===== src/design/ps2md_pkg.sv =====
`default_nettype none
package ps2md_pkg;

  localparam int POS_BITS_DEFAULT = 16;
  localparam int OUT_POS_W        = 16;
  localparam int QUEUE_DEPTH      = 2;

  localparam logic [15:0] DEFAULT_W = 16'd800;
  localparam logic [15:0] DEFAULT_H = 16'd600;
  localparam logic [15:0] RESET_X   = 16'd400;
  localparam logic [15:0] RESET_Y   = 16'd300;

  localparam logic [7:0] SYNC_BIT  = 8'h08;
  localparam logic [7:0] XSIGN_BIT = 8'h10;
  localparam logic [7:0] YSIGN_BIT = 8'h20;
  localparam logic [7:0] BTN_MASK  = 8'h03;

  localparam logic [1:0] EV_MOVE    = 2'd0;
  localparam logic [1:0] EV_PRESS   = 2'd1;
  localparam logic [1:0] EV_RELEASE = 2'd2;

  localparam logic REG_WIDTH  = 1'b0;
  localparam logic REG_HEIGHT = 1'b1;

  typedef struct packed {
    logic [OUT_POS_W-1:0] pos_x;
    logic [OUT_POS_W-1:0] pos_y;
    logic [1:0]           changed;
    logic [1:0]           buttons;
  } packet_rec_t;

endpackage
`default_nettype wire


===== src/design/ps2md_front.sv =====
`default_nettype none
module ps2md_front
  import ps2md_pkg::*;
#(
  parameter int POSITION_BITS = POS_BITS_DEFAULT
) (
  input  wire logic        clk,
  input  wire logic        rst,
  input  wire logic        in_valid,
  output logic             in_ready,
  input  wire logic [7:0]  mouse_byte,
  input  wire logic [15:0] screen_width,
  input  wire logic [15:0] screen_height,
  input  wire logic        q_full,
  output logic             q_push,
  output packet_rec_t      q_data
);

  localparam int P     = POSITION_BITS;
  localparam int SUM_W = P + 2;

  localparam logic [1:0] PH_FLAGS = 2'd0;
  localparam logic [1:0] PH_X     = 2'd1;
  localparam logic [1:0] PH_Y     = 2'd2;

  logic [1:0]   phase;
  logic [7:0]   flags_byte;
  logic [7:0]   x_byte;
  logic [P-1:0] pointer_x;
  logic [P-1:0] pointer_y;
  logic [1:0]   button_bits;

  logic             accept;
  logic             last_byte;
  logic signed [8:0] dx;
  logic signed [8:0] dy;
  logic signed [SUM_W-1:0] x_sum;
  logic signed [SUM_W-1:0] y_sum;
  logic [P-1:0]     pointer_x_next;
  logic [P-1:0]     pointer_y_next;
  logic [1:0]       new_btn;

  function automatic logic [P-1:0] clamp_axis(logic signed [SUM_W-1:0] v,
                                               logic [15:0] size,
                                               logic [15:0] dflt);
    logic [16:0]      s;
    logic [SUM_W-1:0] lim;
    logic [SUM_W-1:0] lim_m1;
    logic [P-1:0]     r;
    s = (size == 16'd0) ? {1'b0, dflt} : {1'b0, size};
    if (s > (17'd1 << P)) s = 17'd1 << P;
    lim    = SUM_W'(s);
    lim_m1 = lim - SUM_W'(1);
    if (v[SUM_W-1]) r = '0;
    else if ($unsigned(v) >= lim) r = lim_m1[P-1:0];
    else r = v[P-1:0];
    return r;
  endfunction

  assign last_byte = (phase != PH_FLAGS) && (phase != PH_X);
  assign in_ready  = !last_byte || !q_full;
  assign accept    = in_valid && in_ready;

  assign dx = $signed({(flags_byte & XSIGN_BIT) != 8'd0, x_byte});
  assign dy = $signed({(flags_byte & YSIGN_BIT) != 8'd0, mouse_byte});
  assign x_sum = $signed({2'b00, pointer_x}) + {{(SUM_W-9){dx[8]}}, dx};
  assign y_sum = $signed({2'b00, pointer_y}) - {{(SUM_W-9){dy[8]}}, dy};
  assign pointer_x_next = clamp_axis(x_sum, screen_width, DEFAULT_W);
  assign pointer_y_next = clamp_axis(y_sum, screen_height, DEFAULT_H);
  assign new_btn = flags_byte[1:0] & BTN_MASK[1:0];

  assign q_push          = accept && last_byte;
  assign q_data.pos_x    = OUT_POS_W'(pointer_x_next);
  assign q_data.pos_y    = OUT_POS_W'(pointer_y_next);
  assign q_data.changed  = new_btn ^ button_bits;
  assign q_data.buttons  = new_btn;

  always_ff @(posedge clk) begin
    if (rst) begin
      phase       <= PH_FLAGS;
      pointer_x   <= P'(RESET_X);
      pointer_y   <= P'(RESET_Y);
      button_bits <= 2'b00;
    end else if (accept) begin
      case (phase)
        PH_FLAGS: begin
          if ((mouse_byte & SYNC_BIT) != 8'd0) phase <= PH_X;
        end
        PH_X: begin
          phase <= PH_Y;
        end
        default: begin
          phase       <= PH_FLAGS;
          pointer_x   <= pointer_x_next;
          pointer_y   <= pointer_y_next;
          button_bits <= new_btn;
        end
      endcase
    end
  end

  always_ff @(posedge clk) begin
    if (accept && phase == PH_FLAGS) flags_byte <= mouse_byte;
    if (accept && phase == PH_X) x_byte <= mouse_byte;
  end

endmodule
`default_nettype wire


===== src/design/ps2md_queue.sv =====
`default_nettype none
module ps2md_queue
  import ps2md_pkg::*;
(
  input  wire logic        clk,
  input  wire logic        rst,
  input  wire logic        push,
  input  wire packet_rec_t push_data,
  output logic             full,
  input  wire logic        pop,
  output logic             head_valid,
  output packet_rec_t      head
);

  localparam int PTR_W = (QUEUE_DEPTH > 1) ? $clog2(QUEUE_DEPTH) : 1;
  localparam int CNT_W = $clog2(QUEUE_DEPTH + 1);

  packet_rec_t       mem [QUEUE_DEPTH];
  logic [PTR_W-1:0]  wr_ptr;
  logic [PTR_W-1:0]  rd_ptr;
  logic [CNT_W-1:0]  count;

  assign full       = (count == CNT_W'(QUEUE_DEPTH));
  assign head_valid = (count != '0);
  assign head       = mem[rd_ptr];

  always_ff @(posedge clk) begin
    if (rst) begin
      wr_ptr <= '0;
      rd_ptr <= '0;
      count  <= '0;
    end else begin
      if (push) wr_ptr <= (wr_ptr == PTR_W'(QUEUE_DEPTH - 1)) ? '0 : wr_ptr + 1'b1;
      if (pop) rd_ptr <= (rd_ptr == PTR_W'(QUEUE_DEPTH - 1)) ? '0 : rd_ptr + 1'b1;
      if (push && !pop) count <= count + 1'b1;
      else if (pop && !push) count <= count - 1'b1;
    end
  end

  always_ff @(posedge clk) begin
    if (push) mem[wr_ptr] <= push_data;
  end

endmodule
`default_nettype wire


===== src/design/ps2md_back.sv =====
`default_nettype none
module ps2md_back
  import ps2md_pkg::*;
(
  input  wire logic        clk,
  input  wire logic        rst,
  input  wire logic        head_valid,
  input  wire packet_rec_t head,
  output logic             pop,
  output logic             out_valid,
  input  wire logic        out_ready,
  output logic [1:0]       event_kind,
  output logic             button_index,
  output logic [15:0]      pos_x,
  output logic [15:0]      pos_y,
  output logic             last_event
);

  localparam logic [1:0] STG_MOVE   = 2'd0;
  localparam logic [1:0] STG_FIRST  = 2'd1;
  localparam logic [1:0] STG_SECOND = 2'd2;

  logic [1:0] stage;
  logic       load;
  logic       emit;
  logic [1:0] ev_kind;
  logic       ev_idx;
  logic       ev_last;

  always_comb begin
    case (stage)
      STG_MOVE: begin
        ev_idx  = 1'b0;
        ev_kind = EV_MOVE;
        ev_last = (head.changed == 2'b00);
      end
      STG_FIRST: begin
        ev_idx  = !head.changed[0];
        ev_kind = head.buttons[ev_idx] ? EV_PRESS : EV_RELEASE;
        ev_last = (head.changed != 2'b11);
      end
      default: begin
        ev_idx  = 1'b1;
        ev_kind = head.buttons[1] ? EV_PRESS : EV_RELEASE;
        ev_last = 1'b1;
      end
    endcase
  end

  assign load = !out_valid || out_ready;
  assign emit = load && head_valid;
  assign pop  = emit && ev_last;

  always_ff @(posedge clk) begin
    if (rst) begin
      out_valid <= 1'b0;
      stage     <= STG_MOVE;
    end else begin
      if (load) out_valid <= head_valid;
      if (emit) stage <= ev_last ? STG_MOVE : stage + 2'd1;
    end
  end

  always_ff @(posedge clk) begin
    if (emit) begin
      event_kind   <= ev_kind;
      button_index <= ev_idx;
      pos_x        <= head.pos_x;
      pos_y        <= head.pos_y;
      last_event   <= ev_last;
    end
  end

  a_second_needs_both: assert property (@(posedge clk) disable iff (rst)
    (head_valid && stage == STG_SECOND) |-> (head.changed == 2'b11))
    else $error("second button beat without both buttons changed");

  a_move_index_zero: assert property (@(posedge clk) disable iff (rst)
    (out_valid && event_kind == EV_MOVE) |-> (button_index == 1'b0))
    else $error("move beat carries a button index");

  a_stage_holds_record: assert property (@(posedge clk) disable iff (rst)
    (stage != STG_MOVE) |-> head_valid)
    else $error("packet record left the queue before its last beat");

  a_pop_resets_stage: assert property (@(posedge clk) disable iff (rst)
    pop |=> (stage == STG_MOVE))
    else $error("stage not back to move after last beat");

endmodule
`default_nettype wire


===== src/design/ps2_mouse_packet_decoder.sv =====
// Third byte taken: record queued, then move beat registered. One byte per cycle
// while in_ready; one event beat per cycle unless stalled, up to 3 per packet.
// A two-entry packet queue between decoder and event sequencer absorbs bursts.
// Reset (rst, synchronous): phase 0, pointer 400/300, buttons clear, queue empty,
// screen size registers back to 800 by 600.
`default_nettype none
module ps2_mouse_packet_decoder
  import ps2md_pkg::*;
#(
  parameter int POSITION_BITS = POS_BITS_DEFAULT
) (
  input  wire logic        clk,
  input  wire logic        rst,
  input  wire logic        psel,
  input  wire logic        penable,
  input  wire logic        pwrite,
  input  wire logic [2:0]  paddr,
  input  wire logic [31:0] pwdata,
  output logic [31:0]      prdata,
  output logic             pready,
  input  wire logic        in_valid,
  output logic             in_ready,
  input  wire logic [7:0]  mouse_byte,
  output logic             out_valid,
  input  wire logic        out_ready,
  output logic [1:0]       event_kind,
  output logic             button_index,
  output logic [15:0]      pos_x,
  output logic [15:0]      pos_y,
  output logic             last_event
);

  logic [15:0] screen_width;
  logic [15:0] screen_height;
  logic        cfg_wr;

  logic        q_full;
  logic        q_push;
  packet_rec_t q_data;
  logic        q_pop;
  logic        q_head_valid;
  packet_rec_t q_head;

  assign pready = 1'b1;
  assign cfg_wr = psel && penable && pwrite && pready;
  assign prdata = (paddr[2] == REG_HEIGHT) ? {16'd0, screen_height} : {16'd0, screen_width};

  always_ff @(posedge clk) begin
    if (rst) begin
      screen_width  <= DEFAULT_W;
      screen_height <= DEFAULT_H;
    end else if (cfg_wr) begin
      if (paddr[2] == REG_WIDTH) screen_width <= pwdata[15:0];
      else screen_height <= pwdata[15:0];
    end
  end

  ps2md_front #(
    .POSITION_BITS(POSITION_BITS)
  ) u_front (
    .clk          (clk),
    .rst          (rst),
    .in_valid     (in_valid),
    .in_ready     (in_ready),
    .mouse_byte   (mouse_byte),
    .screen_width (screen_width),
    .screen_height(screen_height),
    .q_full       (q_full),
    .q_push       (q_push),
    .q_data       (q_data)
  );

  ps2md_queue u_queue (
    .clk       (clk),
    .rst       (rst),
    .push      (q_push),
    .push_data (q_data),
    .full      (q_full),
    .pop       (q_pop),
    .head_valid(q_head_valid),
    .head      (q_head)
  );

  ps2md_back u_back (
    .clk         (clk),
    .rst         (rst),
    .head_valid  (q_head_valid),
    .head        (q_head),
    .pop         (q_pop),
    .out_valid   (out_valid),
    .out_ready   (out_ready),
    .event_kind  (event_kind),
    .button_index(button_index),
    .pos_x       (pos_x),
    .pos_y       (pos_y),
    .last_event  (last_event)
  );

endmodule
`default_nettype wire

===== config.mk =====
export PLATFORM = sky130hd
export DESIGN_NAME = ps2_mouse_packet_decoder
export DESIGN_NICKNAME = d
export VERILOG_FILES = /design/src/design/ps2md_pkg.sv /design/src/design/ps2md_front.sv /design/src/design/ps2md_queue.sv /design/src/design/ps2md_back.sv /design/src/design/ps2_mouse_packet_decoder.sv
export SDC_FILE = /design/constraint.sdc
export NUM_CORES = 1
export LEC_CHECK = 0
export BUFFER_PORTS_ARGS = -buffer_cell sky130_fd_sc_hd__buf_2
export CAP_MARGIN = 40
export CORE_ASPECT_RATIO = 2
export CORE_MARGIN = 8
export CORE_UTILIZATION = 60
export CTS_BUF_LIST = sky130_fd_sc_hd__clkbuf_4
export CTS_CLUSTER_DIAMETER = 50
export CTS_CLUSTER_SIZE = 14
export DETAILED_ROUTE_END_ITERATION = 12
export GPL_ROUTABILITY_DRIVEN = 0
export PLACE_DENSITY = 0.81
export SLEW_MARGIN = 20
export SYNTH_ARGS = -nofsm -noshare
export SYNTH_HDL_FRONTEND = slang
export SYNTH_HIERARCHICAL = 1
export SYNTH_SLANG_ARGS = --single-unit

===== constraint.sdc =====
create_clock -name clk -period 9 [get_ports clk]
set_input_delay 1.8 -clock clk [delete_from_list [all_inputs] [get_ports clk]]
set_output_delay 1.8 -clock clk [all_outputs]
set_load 0.05 [all_outputs]

==> out/results.ini, run 1 <==
[drt]
wl_per_cell_um = 18.0
routed_wl_um = 24100
first_pass_iters = 4
via_count = 7963
drc = 0
vias_per_cell = 5.96
ant_nets = 0
first_iter_violations = 435

[job]
maxCapViolCount = 0

[floorplan]
die_w_um = 113
initial_core_util_pct = 61.1
dieArea_um2 = 23500
rows = 70
io_pins = 121
die_height_um = 209
core-area_um2 = 18300

[sta]
max_freq_mhz = 170
finalHoldViolCount = 0
setup_violations = 0
hold_ws_ps = 469
worst_pin_slew_ps = 863
relSlewSlack_pct = 42.2
maxSlewViolCount = 0
fin_skew_ps = 26.0
fin_tns_setup_ps = 0
min_period_ps = 5870
rsz0062_at_grt = no
period_share_pct = 65.2

[clocking]
cts_setup_buffers = 0
clockBufferDepth = 2
cts-hold-fix-buffers = 0
clock_sink_count = 196
cts_max_level = 4
cts_tree = built
root_buffer = clkbuf_4
clkTransAtPathRegs_ps = 170
cts_resized = 0
clk_latency_ps = 570
cts_buffers = 17

[synthesis]
yosysSeqAreaShare_pct = 45.8
synth_top_flop_cell = edfxtp_1
yosysTopAreaCell = edfxtp_1
synth-edff-count = 120
synth.most_common_cell = edfxtp_1
netlist_instances = 1028
yosys_register_bits = 196
yosysWarnings = 6
async_flop_share_pct = 0
synth.distinct_cells = 91
synth_commonest_cells = edfxtp_1, dfxtp_1, nor2_1
syn_area_um2 = 11200
synth_area_leaders = edfxtp_1, dfxtp_1, ha_1
avgSynthCellArea_um2 = 10.9
synth_top_cell_area_share_pct = 32.2

[worst_setup_path]
arrival_ps = 6170
cp_slowest_stage_delay_ps = 790
slowest_stage = o41ai_1
crit_chain = buf_2, inv_1, ha_1, o21a_1, o31a_1, o21ai_0, o41ai_1, nand4b_1, o311ai_0, ha_1, nand2_1, o21ai_0, o21ai_0, nand2b_1, a21oi_1, o21a_1, a21oi_1, nor3_1
cp-start-kind = input pin
crit_fanout = 17
critical_path.endpoint_type = register
worstSetupPathType = input pin to register
critical_path_required_ps = 9310
r2r_setup_slack_ps = 4180
reg2reg_from = u_front/pointer_y[1]$_SDFFE_PP0P_
ff2ff_path_depth = 16
reg2reg_to = u_queue/mem[1][18]$_DFFE_PP_
crit_path_frequent_cell = o21ai_0

[power_and_ir_drop]
p_sw_share_pct = 34.1
power_density_nw_per_um2 = 163
pwr-share-clk_pct = 22.3
power.net_switching_uw = 662
ir_worst_vdd_mv = 0.0855
p_leak_uw = 0.00456
combPwrFrac_pct = 24.2
seqPwrFrac_pct = 53.5
p_int_uw = 1280
p_total_uw = 1940

[hold_path]
hold_class = register to register
min_delay_path_depth = 2
hold_path.startpoint = u_front/pointer_x[2]$_SDFFE_PP0P_
holdPathEnd = u_front/pointer_x[2]$_SDFFE_PP0P_

[layout]
multi_input_area_um2 = 5570
nFillCells = 1408
area_growth_pct = 6.58
final_util_pct = 65.1
drive_gt1_share_pct = 19.8
final-seq-area_um2 = 5120
nets = 1230

[placement]
hpwl_um = 18600
port_buffers = 85

[grt]
antenna_found_initial = 1
gr-usage-all-layers_pct = 20.7
grt_max_degree = 78
grt.overflow.total = 0
grt_first_pass_wirelength_um = 38800
grt_pass1_vias = 7936

[status]
status = finished, final reports clean

-- cell families after synthesis --
| group | synth area share [%] |
|---|---|
| AOI/OAI and AO/OA | 10.9 |
| other | 0.0671 |
| and+or+nand+nor | 15.3 |
| muxes | 10.1 |
| xor gates and xnor gates | 4.54 |
| adders and majority gates | 8.30 |
| DFF | 45.8 |
| buffers and inverters | 4.93 |
-- power groups by stage --
stage	Sequential, µW	Combinational, µW	Clock, µW
CTS	1040	470	445
detailed placement	1060	469	0
floorplan	1160	273	0
global placement	1060	459	0
finish	1040	469	433
global route	1050	504	478
-- through the flow --
stage / std cells / instance area (µm²) / setup WS [ps]
final: 1337 / 11900 / 3130
after global placement: 1304 / 11700 / 2740
after detailed placement: 1304 / 11700 / 2620
after CTS: 1336 / 11900 / 3230
after floorplan: 1043 / 11200 / 3660
after global routing: 1337 / 11900 / 2800
-- area by class of cell --
type,instances,area share [%]
multi-input combinational,743,46.8
sequential,196,43.0
timing repair buffer,93,4.07
tap,216,2.27
inverter,56,1.76
clock buffer,18,1.13
clock inverter,14,0.987
antenna,1,0.0210
-- worst max-delay path by stage --
stage                        startpoint                            to  slack [ps]  cells after the start
final                     mouse_byte[2]  u_queue/mem[1][18]$_DFFE_PP_        3130                     18
after global routing      mouse_byte[3]   u_queue/mem[1][4]$_DFFE_PP_        2800                     17
after CTS                 mouse_byte[3]   u_queue/mem[1][4]$_DFFE_PP_        3230                     17
after detailed placement  mouse_byte[3]   u_queue/mem[0][4]$_DFFE_PP_        2620                     17
after global placement    mouse_byte[2]   u_queue/mem[0][4]$_DFFE_PP_        2740                     17
after floorplan           mouse_byte[1]  u_queue/mem[0][14]$_DFFE_PP_        3660                     17
-- critical path, delay by kind of cell --
| family | cells | cell delay (ps) |
|---|---|---|
| compound gates | 10 | 2720 |
| simple gates | 4 | 770 |
| fa+ha+maj | 2 | 720 |
| buf+inv | 2 | 160 |
-- layout by cell type, fill, tap and decap left out, types with 8 or more instances in the layout --
master | Yosys | final
a21o_1 | 11 | 11
a21oi_1 | 50 | 50
buf_2 | 5 | 85
buf_4 | 20 | 8
clkbuf_4 | 0 | 18
conb_1 | 2 | 17
dfxtp_1 | 76 | 76
edfxtp_1 | 120 | 120
ha_1 | 71 | 71
inv_1 | 56 | 56
mux2_2 | 53 | 53
mux2i_1 | 50 | 50
nand2_1 | 56 | 56
nand2b_1 | 50 | 50
nand3_1 | 8 | 8
nor2_1 | 74 | 74
nor3_1 | 44 | 44
nor3_2 | 10 | 10
o21a_1 | 8 | 8
o21ai_0 | 29 | 29
o21ai_1 | 13 | 13
o31ai_1 | 22 | 22
xnor2_1 | 41 | 40
xor2_1 | 17 | 17
-- routing by layer --
| layer | track usage (%) | wire, µm | vias up |
|---|---|---|---|
| li1 | - | - | 3866 |
| met2 | 38.6 | 12900 | 232 |
| met4 | 13.0 | 1170 | 0 |
| met1 | 20.8 | 9150 | 3801 |
| met3 | 3.21 | 938 | 64 |
| met5 | 0 | 0 | - |
-- state kept, by name, indices dropped and copies added, names as in the netlist, 4 cells and up, named ones only --
register,flops
u_front/flags_byte,4
u_queue/mem,72
u_front/pointer_y,16
u_front/x_byte,8
u_front/pointer_x,16
u_back/pos_y,16
screen_height,16
u_back/pos_x,16
screen_width,16
(Power assumes the default switching activity.)
==> run 2, diff against run 1 <==
--- a/config.mk
+++ b/config.mk
@@ -5,17 +5,18 @@
 export SDC_FILE = /design/constraint.sdc
 export NUM_CORES = 1
 export LEC_CHECK = 0
+export ABC_AREA = 1
 export BUFFER_PORTS_ARGS = -buffer_cell sky130_fd_sc_hd__buf_2
 export CAP_MARGIN = 40
 export CORE_ASPECT_RATIO = 2
 export CORE_MARGIN = 8
-export CORE_UTILIZATION = 60
+export CORE_UTILIZATION = 56
 export CTS_BUF_LIST = sky130_fd_sc_hd__clkbuf_4
 export CTS_CLUSTER_DIAMETER = 50
 export CTS_CLUSTER_SIZE = 14
 export DETAILED_ROUTE_END_ITERATION = 12
 export GPL_ROUTABILITY_DRIVEN = 0
-export PLACE_DENSITY = 0.81
+export PLACE_DENSITY = 0.79
 export SLEW_MARGIN = 20
 export SYNTH_ARGS = -nofsm -noshare
 export SYNTH_HDL_FRONTEND = slang
==> constraint.sdc (replaced) <==
create_clock -name clk -period 4.7 [get_ports clk]
set_input_delay 0.94 -clock clk [delete_from_list [all_inputs] [get_ports clk]]
set_output_delay 0.94 -clock clk [all_outputs]
set_load 0.05 [all_outputs]
==> out/results.ini, run 2 <==
[status]
status = finished, final reports clean

[worst_setup_path]
path_delay_family = simple AND/OR/NAND/NOR gates
crit_chain = inv_1, ha_1, nand2_1, nand2_1, a21oi_1, nand3_2, nand2_1, inv_1, o21ai_0, nand2_1, inv_1, ha_1, a21o_1, nor2_1, o21ai_1, nor2_1, nand2_1, a21boi_2, buf_4, nand3_1, nand3_2, inv_1
worstSetupPathType = register to register
cp-start-kind = register
crit_path_frequent_cell = nand2_1
critical_path.endpoint_type = register
arrival_ps = 4690
critical_path_required_ps = 5040
crit_fanout = 11
path_buf_inv = 5
cp_slowest_stage_delay_ps = 500
slowest_stage = edfxtp_1

[layout]
drive_gt1_share_pct = 14.3
area_growth_pct = 7.51
nets = 1692
largest_register_ffs = 72
final_cell_mix = nand2_1, inv_1, nor2_1, nand3_1, edfxtp_1
nFillCells = 1858
multi_input_area_um2 = 5740
largest-register = u_queue/mem
final_common_cell = nand2_1
final-seq-area_um2 = 5130

[clocking]
cts_buffers = 17
clockBufferDepth = 2
clkTransAtPathRegs_ps = 160
cts_tree = built
cts-hold-fix-buffers = 0
clk_latency_ps = 590
root_buffer = clkbuf_4
cts_resized = 0
cts_setup_buffers = 0
clock_sink_count = 196
cts_max_level = 4

[floorplan]
initial_core_util_pct = 56.4
rows = 76
io_pins = 121
core-area_um2 = 21300
dieArea_um2 = 26700
die_w_um = 120
die_height_um = 223

[grt]
gr-usage-all-layers_pct = 21.3
antenna_found_initial = 1
grt_max_degree = 40
grt_first_pass_wirelength_um = 46600
grt_pass1_vias = 9885
grt.overflow.total = 0

[synthesis]
synth-edff-count = 120
synth.most_common_cell = nand2_1
yosysTopAreaCell = edfxtp_1
yosysSeqAreaShare_pct = 42.6
synth_top_flop_cell = edfxtp_1
yosys_register_bits = 196
synth.distinct_cells = 45
syn_area_um2 = 12000
async_flop_share_pct = 0
yosysWarnings = 6
synth_commonest_cells = nand2_1, inv_1, nor2_1
synth_area_leaders = edfxtp_1, nand2_1, dfxtp_1
netlist_instances = 1489
synth_top_cell_area_share_pct = 30.0
avgSynthCellArea_um2 = 8.07

[sta]
relSlewSlack_pct = 48.8
maxSlewViolCount = 0
rsz0062_at_grt = no
worst_pin_slew_ps = 765
max_freq_mhz = 230
hold_ws_ps = 472
setup_violations = 0
min_period_ps = 4350
fin_tns_setup_ps = 0
finalHoldViolCount = 0
fin_skew_ps = 30.5
period_share_pct = 92.6

[drt]
ant_nets = 0
via_count = 9980
drc = 0
vias_per_cell = 5.37
wl_per_cell_um = 15.5
first_pass_iters = 8
routed_wl_um = 28700
first_iter_violations = 707

[placement]
port_buffers = 85
hpwl_um = 22100

[hold_path]
hold_class = register to register

[job]
maxCapViolCount = 0

[power_and_ir_drop]
power_density_nw_per_um2 = 306
ir_worst_vdd_mv = 0.252
p_leak_uw = 0.00637

[run 2: changes by cell type after synthesis, moves of 47 or more]
cell      delta
nand2_1    +372
mux2_2      -47
nor2_1      +76
inv_1      +160
nand2b_1    -50
nand3_1    +115
mux2i_1     -50
[run 2: logic make-up after synthesis]
family / synth area share (%)
AND/OR/NAND/NOR: 28.5
multiplexers: 4.31
adder cells (fa/ha/maj): 7.72
AO/OA/AOI/OAI: 4.01
XOR/XNOR: 2.61
buffers and inverters: 10.2
other: 0.0625
flip-flops: 42.6
[run 2: metrics by stage]
stage / setup WS, ps / instance area (µm²) / util (%) / total power (µW) / cells
floorplan: 788 / 12100 / - / 2800 / 1504
global placement: 229 / 12500 / 58.8 / 2960 / 1818
detailed placement: 121 / 12600 / 59.0 / 3000 / 1820
CTS: 463 / 12900 / 60.5 / 3960 / 1852
global route: 6.67 / 12900 / 60.7 / 4140 / 1857
finish: 347 / 12900 / 60.7 / 3950 / 1857
[run 2: layer usage]
layer	wire length (µm)	global-route usage [%]	vias to the layer above
li1	-	-	4921
met1	11400	24.2	4614
met2	14700	38.3	378
met3	1680	3.52	67
met4	877	9.12	0
met5	0	0	-
[run 2: report_power, final]
group / total [µW] / internal (µW) / switching, µW
Sequential: 1990 / 1940 / 48.4
Combinational: 1000 / 287 / 713
Clock: 969 / 341 / 628
[run 2: worst paths after layout]
check / start / endpoint / slack (ps) / cells after the start
worst min register to register: u_front/pointer_x[11]$_SDFFE_PP0P_ / u_front/pointer_x[11]$_SDFFE_PP0P_ / 470 / 2
worst min-delay path: u_front/pointer_x[11]$_SDFFE_PP0P_ / u_front/pointer_x[11]$_SDFFE_PP0P_ / 470 / 2
worst max-delay path: u_front/flags_byte[5]$_DFFE_PP_ / u_queue/mem[1][7]$_DFFE_PP_ / 350 / 22
worst max register to register: u_front/flags_byte[5]$_DFFE_PP_ / u_queue/mem[1][7]$_DFFE_PP_ / 350 / 22
[run 2: area by class of cell]
class | instances | share of cell area (%)
antenna | 2 | 0.0387
clock buffer | 17 | 0.987
clock inverter | 15 | 1.46
inverter | 225 | 6.53
multi-input combinational | 1033 | 44.4
sequential | 196 | 39.7
tap | 273 | 2.64
timing repair buffer | 96 | 4.30
[run 2: worst min-delay path, delay by kind of cell (launching register included)]
kind	cells	cell delay [ps]
DFF	1	340
and+or+nand+nor	2	100
